File: config.mk
export PLATFORM = sky130hd
export DESIGN_NAME = pid_position_or_increment
export DESIGN_NICKNAME = d
export VERILOG_FILES = /design/src/hw/rtl/pidpi_pkg.sv /design/src/hw/rtl/pidpi_dp.sv /design/src/hw/rtl/pid_position_or_increment.sv
export SDC_FILE = /design/constraint.sdc
export NUM_CORES = 2
export LEC_CHECK = 0
export ABC_CLOCK_PERIOD_IN_PS = 30200
export BUFFER_PORTS_ARGS = -buffer_cell sky130_fd_sc_hd__buf_2
export CORE_MARGIN = 1.5
export CORE_UTILIZATION = 55
export CTS_CLUSTER_DIAMETER = 30
export DETAILED_ROUTE_END_ITERATION = 8
export PLACE_DENSITY = 0.71
export SLEW_MARGIN = 20
export SYNTH_ARGS = -nofsm -noshare
export SYNTH_HDL_FRONTEND = slang
export SYNTH_SLANG_ARGS = --single-unit
export TNS_END_PERCENT = 50
File: constraint.sdc
create_clock -name i_clk -period 30.2 [get_ports i_clk]
set_input_delay 1.51 -clock i_clk [delete_from_list [all_inputs] [get_ports i_clk]]
set_output_delay 1.51 -clock i_clk [all_outputs]
set_load 0.1 [all_outputs]
File: src/hw/rtl/pidpi_pkg.sv
// Package for the positional/incremental PID controller.
// Holds configuration types, register indexes, reset values and stage controls.
// No dependencies.
`default_nettype none

package pidpi_pkg;

    localparam int CFG_DW  = 16;
    localparam int CFG_AW  = 3;
    localparam int MEAS_W  = 16;
    localparam int DRIVE_W = 16;
    localparam int TGT_W   = 15;
    localparam int GAIN_W  = 16;
    localparam int ERR_W   = 17;
    localparam int DIFF_W  = 18;
    localparam int INTEG_W = 24;
    localparam int PA_W    = GAIN_W + 1 + DIFF_W;
    localparam int PB_W    = GAIN_W + 1 + INTEG_W;
    localparam int SUM_W   = PB_W + 2;

    localparam logic [GAIN_W-1:0] RST_KP    = 16'd116;
    localparam logic [GAIN_W-1:0] RST_KI    = 16'd451;
    localparam logic [GAIN_W-1:0] RST_LIMIT = 16'd1000;

    typedef enum logic [CFG_AW-1:0] {
        REG_MODE       = 3'd0,
        REG_TARGET     = 3'd1,
        REG_KP         = 3'd2,
        REG_KI         = 3'd3,
        REG_KD         = 3'd4,
        REG_INTEG_LIM  = 3'd5,
        REG_OUT_LIM    = 3'd6
    } t_reg_idx;

    typedef enum logic {
        MODE_POSITIONAL  = 1'b0,
        MODE_INCREMENTAL = 1'b1
    } t_mode;

    typedef struct packed {
        t_mode              mode;
        logic [TGT_W-1:0]   target;
        logic [GAIN_W-1:0]  kp;
        logic [GAIN_W-1:0]  ki;
        logic [GAIN_W-1:0]  kd;
        logic [GAIN_W-1:0]  integ_lim;
        logic [GAIN_W-1:0]  out_lim;
    } t_cfg;

    // load enables: s0 input register, s1 result register and controller state
    typedef struct packed {
        logic s0;
        logic s1;
    } t_adv;

endpackage

`default_nettype wire

File: src/hw/rtl/pidpi_dp.sv
// PID datapath: input register, then error, integral, gain products, sum and clamp.
// Holds previous error, integral and output value state.
// Depends on pidpi_pkg.
`default_nettype none

module pidpi_dp (
    input  wire                                 i_clk,
    input  wire                                 i_rst_n,
    input  pidpi_pkg::t_cfg                     i_cfg,
    input  pidpi_pkg::t_adv                     i_adv,
    input  wire signed [pidpi_pkg::MEAS_W-1:0]  i_measurement,
    output logic [pidpi_pkg::DRIVE_W-1:0]       o_drive
);

    logic signed [pidpi_pkg::MEAS_W-1:0]  r_meas;

    logic signed [pidpi_pkg::ERR_W-1:0]   r_prev_err;
    logic signed [pidpi_pkg::INTEG_W-1:0] r_integ;
    logic [pidpi_pkg::DRIVE_W-1:0]        r_out;

    logic signed [pidpi_pkg::ERR_W-1:0]   meas_x;
    logic signed [pidpi_pkg::ERR_W-1:0]   mag;
    logic signed [pidpi_pkg::INTEG_W-1:0] integ_mag;
    logic signed [pidpi_pkg::ERR_W-1:0]   n_err;
    logic signed [pidpi_pkg::DIFF_W-1:0]  n_diff;
    logic signed [pidpi_pkg::INTEG_W-1:0] n_integ;

    logic signed [pidpi_pkg::DIFF_W-1:0]  op_a;
    logic signed [pidpi_pkg::INTEG_W-1:0] op_b;
    logic signed [pidpi_pkg::GAIN_W:0]    kp_s;
    logic signed [pidpi_pkg::GAIN_W:0]    ki_s;
    logic signed [pidpi_pkg::GAIN_W:0]    kd_s;
    logic signed [pidpi_pkg::PA_W-1:0]    p_a;
    logic signed [pidpi_pkg::PB_W-1:0]    p_b;
    logic signed [pidpi_pkg::PA_W-1:0]    p_c;

    logic signed [pidpi_pkg::SUM_W-1:0]   sum;
    logic signed [pidpi_pkg::SUM_W-1:0]   base;
    logic signed [pidpi_pkg::SUM_W-1:0]   term_c;
    logic [pidpi_pkg::DRIVE_W-1:0]        n_out;

    // input register
    always_ff @(posedge i_clk) begin
        if (i_adv.s0) begin
            r_meas <= i_measurement;
        end
    end

    // magnitude, error, derivative difference, integral update
    always_comb begin
        meas_x    = pidpi_pkg::ERR_W'(r_meas);
        mag       = meas_x[pidpi_pkg::ERR_W-1] ? -meas_x : meas_x;
        n_err     = $signed({2'b00, i_cfg.target}) - mag;
        n_diff    = pidpi_pkg::DIFF_W'(n_err) - pidpi_pkg::DIFF_W'(r_prev_err);
        integ_mag = r_integ[pidpi_pkg::INTEG_W-1] ? -r_integ : r_integ;
        n_integ   = r_integ;
        if (i_cfg.mode == pidpi_pkg::MODE_POSITIONAL &&
            $unsigned(integ_mag) <
            {{(pidpi_pkg::INTEG_W-pidpi_pkg::GAIN_W){1'b0}}, i_cfg.integ_lim}) begin
            n_integ = r_integ + pidpi_pkg::INTEG_W'(n_err);
        end
    end

    // gain products
    always_comb begin
        kp_s = $signed({1'b0, i_cfg.kp});
        ki_s = $signed({1'b0, i_cfg.ki});
        kd_s = $signed({1'b0, i_cfg.kd});
        if (i_cfg.mode == pidpi_pkg::MODE_INCREMENTAL) begin
            op_a = n_diff;
            op_b = pidpi_pkg::INTEG_W'(n_err);
        end else begin
            op_a = pidpi_pkg::DIFF_W'(n_err);
            op_b = n_integ;
        end
        p_a = pidpi_pkg::PA_W'(kp_s) * pidpi_pkg::PA_W'(op_a);
        p_b = pidpi_pkg::PB_W'(ki_s) * pidpi_pkg::PB_W'(op_b);
        p_c = pidpi_pkg::PA_W'(kd_s) * pidpi_pkg::PA_W'(n_diff);
    end

    // sum and clamp to 0 .. out_lim
    always_comb begin
        if (i_cfg.mode == pidpi_pkg::MODE_INCREMENTAL) begin
            base   = $signed({{(pidpi_pkg::SUM_W-pidpi_pkg::DRIVE_W){1'b0}}, r_out});
            term_c = '0;
        end else begin
            base   = '0;
            term_c = pidpi_pkg::SUM_W'(p_c);
        end
        sum = base + pidpi_pkg::SUM_W'(p_a) + pidpi_pkg::SUM_W'(p_b) + term_c;
        if (sum[pidpi_pkg::SUM_W-1]) begin
            n_out = '0;
        end else if (sum >
            $signed({{(pidpi_pkg::SUM_W-pidpi_pkg::GAIN_W){1'b0}}, i_cfg.out_lim})) begin
            n_out = i_cfg.out_lim;
        end else begin
            n_out = sum[pidpi_pkg::DRIVE_W-1:0];
        end
    end

    // result register and controller state
    always_ff @(posedge i_clk) begin
        if (!i_rst_n) begin
            r_prev_err <= '0;
            r_integ    <= '0;
            r_out      <= '0;
        end else if (i_adv.s1) begin
            r_prev_err <= n_err;
            r_integ    <= n_integ;
            r_out      <= n_out;
        end
    end

    assign o_drive = r_out;

endmodule

`default_nettype wire

File: src/hw/rtl/pid_position_or_increment.sv
// Top level of the positional/incremental PID controller.
// The result register follows the input register; one transaction per cycle while the output is not stalled.
// Input register plus result register: output stall backs up through both, o_stall
// rises once both hold a transaction and i_stall is high.
// Synchronous active-low reset clears valids, controller state and loads
// configuration defaults. Depends on pidpi_pkg and pidpi_dp.
`default_nettype none

module pid_position_or_increment (
    input  wire                                 i_clk,
    input  wire                                 i_rst_n,
    input  wire                                 i_cfg_wr_en,
    input  wire [pidpi_pkg::CFG_AW-1:0]         i_cfg_index,
    input  wire [pidpi_pkg::CFG_DW-1:0]         i_cfg_data,
    input  wire                                 i_valid,
    output logic                                o_stall,
    input  wire signed [pidpi_pkg::MEAS_W-1:0]  i_measurement,
    output logic                                o_valid,
    input  wire                                 i_stall,
    output logic [pidpi_pkg::DRIVE_W-1:0]       o_drive
);

    pidpi_pkg::t_cfg r_cfg;
    pidpi_pkg::t_adv adv;

    logic r_v0;
    logic r_ovalid;
    logic rdy0;
    logic rdy1;

    always_ff @(posedge i_clk) begin
        if (!i_rst_n) begin
            r_cfg.mode      <= pidpi_pkg::MODE_POSITIONAL;
            r_cfg.target    <= '0;
            r_cfg.kp        <= pidpi_pkg::RST_KP;
            r_cfg.ki        <= pidpi_pkg::RST_KI;
            r_cfg.kd        <= '0;
            r_cfg.integ_lim <= pidpi_pkg::RST_LIMIT;
            r_cfg.out_lim   <= pidpi_pkg::RST_LIMIT;
        end else if (i_cfg_wr_en) begin
            unique case (pidpi_pkg::t_reg_idx'(i_cfg_index))
                pidpi_pkg::REG_MODE:      r_cfg.mode      <= pidpi_pkg::t_mode'(i_cfg_data[0]);
                pidpi_pkg::REG_TARGET:    r_cfg.target    <= i_cfg_data[pidpi_pkg::TGT_W-1:0];
                pidpi_pkg::REG_KP:        r_cfg.kp        <= i_cfg_data;
                pidpi_pkg::REG_KI:        r_cfg.ki        <= i_cfg_data;
                pidpi_pkg::REG_KD:        r_cfg.kd        <= i_cfg_data;
                pidpi_pkg::REG_INTEG_LIM: r_cfg.integ_lim <= i_cfg_data;
                pidpi_pkg::REG_OUT_LIM:   r_cfg.out_lim   <= i_cfg_data;
                default: ;
            endcase
        end
    end

    // stage advance, back to front
    always_comb begin
        rdy1   = !r_ovalid || !i_stall;
        adv.s1 = r_v0 && rdy1;
        rdy0   = !r_v0 || adv.s1;
        adv.s0 = i_valid && rdy0;
    end

    always_ff @(posedge i_clk) begin
        if (!i_rst_n) begin
            r_v0     <= 1'b0;
            r_ovalid <= 1'b0;
        end else begin
            if (adv.s0) begin
                r_v0 <= 1'b1;
            end else if (adv.s1) begin
                r_v0 <= 1'b0;
            end
            if (adv.s1) begin
                r_ovalid <= 1'b1;
            end else if (!i_stall) begin
                r_ovalid <= 1'b0;
            end
        end
    end

    pidpi_dp u_dp (
        .i_clk         (i_clk),
        .i_rst_n       (i_rst_n),
        .i_cfg         (r_cfg),
        .i_adv         (adv),
        .i_measurement (i_measurement),
        .o_drive       (o_drive)
    );

    assign o_stall = !rdy0;
    assign o_valid = r_ovalid;

endmodule

`default_nettype wire

==> results_dict.tcl <==
set metrics [dict create \
    ys_seq_area_share_pct 6.97 \
    timing.rr.start "u_dp.r_meas[0]" \
    wirelength_um 143000 \
    rsz0062_at_grt "false" \
    worstHoldPathCells 2 \
    dr_total_vias 39600 \
    grt-busiest-layer "met2" \
    path_max_fanout 16 \
    drv_cap 0 \
    drt-initial-drc-count 2784 \
    skew_ps 15.3 \
    wl_per_cell_um 20.1 \
    cts_root_buf "clkbuf_16" \
    post_synth.cell_area_avg_um2 8.66 \
    clkTransAtPathRegs_ps 70 \
    cp_slowest_cell "nor2_2" \
    slew_viol_final 0 \
    hold_class "reg -> reg" \
    grt_start_max_net_pins 107 \
    gp_congestion 0.982 \
    die-area_um2 95400 \
    cp-end-kind "register" \
    use_met3_pct 4.51 \
    final_cell_mix "1286 x inv_1, 1060 x fa_1, 838 x nand2_1" \
    synthArstFlopShare_pct 0 \
    final_common_cell "inv_1" \
    startpoint_type "register" \
    synthFlopType "dfxtp_1" \
    hold_viol_final 0 \
    r2r-end "u_dp.o_drive[4]" \
    drive_above_1_share_pct 3.87 \
    synth_edf_count 16 \
    design.core.area_um2 92200 \
    met1_usage_pct 42.0 \
    hold_buffers 0 \
    cts.repair.resized 0 \
    antenna_found_initial 1 \
    syn_inst 5941 \
    r2r_slack_ps 13280 \
    ios 58 \
    fin_crit_ps 16920 \
    numPortBuffers 57 \
    cts_setup_buffers 0 \
    cpPeakStageDelay_ps 630 \
    worstPathArrival_ps 17260 \
    netlist_area_um2 51400 \
    tritoncts "yes" \
    setup_viol 0 \
    worstPathRequired_ps 30530 \
    viasPerCell 5.58 \
    nFillCells 8383 \
    synth_nets 7451 \
    grtUsageMet2_pct 52.4 \
    startpoint "u_dp.r_meas[0]" \
    cp_common_cell "fa_1" \
    first_global_vias 41500 \
    period_share_pct 56.0 \
    r2r_cells 54 \
    die_y_um 309 \
    status "completed" \
    synth-warning-count 0 \
    ys_seq_elements 171 \
    cts_buffer_depth 2 \
    worst_pin_slew_ps 1160 \
    nets 7361 \
    row_count 111 \
    overflow 0 \
    ant_nets 0 \
    clock_latency_ps 470 \
    setup_tns_ps 0 \
    critPathKind "reg -> reg" \
    max-slew-margin-rel_pct 22.7 \
    drc 0 \
    die_x_um 309 \
    min_to "r_cfg[20]" \
    fmax_mhz 59.1 \
    hpwl_um 116000 \
    clock_sinks 171 \
    synth_cell_types 87 \
    ctsHtreeMaxLevel 4 \
    drtPass1Iterations 5 \
    area_growth_pct 3.96 \
    cts_buffers 17 \
    grt_first_pass_wirelength_um 230000 \
    track_usage_pct 31.4 \
    start_util_pct 55.8 \
    hold_path.startpoint "r_cfg[20]" \
]
==> layout make-up <==
type                    instances  area, um^2  area share (%)
clock inverters                11        98.8           0.185
inverters                    1289        4840            9.05
well taps                    1243        1560            2.91
repair buffers                130         836            1.56
multi-input cells            4242       42100            78.7
clock buffers                  21         473           0.884
flip-flops and latches        171        3590            6.71
diodes                          2        5.00         0.00936
==> metrics by stage <==
step	setup WS, ps	hold WS [ps]	std cells	cell area, um^2	utilization, %
after floorplan	15860	425	5941	51400	-
after global placement	13320	443	7075	52900	57.4
after detailed placement	13340	453	7075	52900	57.4
after CTS	13220	468	7107	53500	58.0
after global routing	12490	491	7107	53500	58.0
final	13280	467	7109	53500	58.0
==> worst max-delay path: cells and delay by family (launching register included) <==
| kind | cells | cell delay (ps) |
|---|---|---|
| xor gates and xnor gates | 2 | 590 |
| and+or+nand+nor | 11 | 3570 |
| AOI/OAI and AO/OA | 20 | 5490 |
| buffers and inverters | 6 | 440 |
| muxes | 2 | 530 |
| adders and majority gates | 13 | 5690 |
| DFF | 1 | 440 |
==> metal layers <==
layer  vias up  routed length (um)
met3       236               10200
met1     20100               58600
met5         -                   0
met4         0                6220
met2      1426               67600
li1      17900                   -
==> cell families after synthesis <==
group | Yosys count | synth area share [%]
AOI/OAI and AO/OA | 721 | 9.20
xor gates and xnor gates | 205 | 3.49
adders and majority gates | 1470 | 51.2
buffers and inverters | 1528 | 11.3
DFF | 171 | 6.97
muxes | 54 | 1.15
and+or+nand+nor | 1792 | 16.7
==> worst max-delay path by stage <==
stage / end / slack, ps / depth (start not counted)
3_5_place_dp: u_dp.o_drive[12] / 13340 / 54
5_1_grt: u_dp.o_drive[4] / 12490 / 60
3_3_place_gp: u_dp.o_drive[1] / 13320 / 54
2_1_floorplan: u_dp.o_drive[10] / 15860 / 59
4_1_cts: u_dp.o_drive[4] / 13220 / 54
6_report: u_dp.o_drive[4] / 13280 / 54
==> sequential cells by signal (all words and copies together), names as in the netlist <==
signal / cells
r_cfg: 96
u_dp.r_meas: 16
u_dp.o_drive: 16
u_dp.r_prev_err: 17
o_valid: 1
r_v0: 1
u_dp.r_integ: 24
==> synth_stat cells (all sizes together) (20+ instances only) <==
| master | count | area, um^2 |
|---|---|---|
| inv | 1289 | 4840 |
| fa | 1060 | 21200 |
| nand2 | 839 | 3150 |
| ha | 410 | 5130 |
| and2 | 403 | 2530 |
| clkbuf | 197 | 742 |
| nor2 | 191 | 739 |
| a21oi | 181 | 917 |
| dfxtp | 155 | 3100 |
| o21ai | 141 | 709 |
| xnor2 | 131 | 1150 |
| a21boi | 105 | 788 |
| nand3 | 87 | 435 |
| xor2 | 74 | 648 |
| a21o | 72 | 541 |
| nor2b | 69 | 432 |
| buf | 42 | 236 |
| nor3 | 40 | 200 |
| mux2i | 39 | 415 |
| and3 | 35 | 219 |
| nand2b | 32 | 200 |
| o21a | 29 | 218 |
| a211oi | 27 | 208 |
| a31oi | 26 | 169 |
| o211ai | 23 | 173 |
| or3 | 20 | 130 |
Power is not shown: default switching activity piles up to over one toggle a cycle in this logic, so the estimate is an artifact.
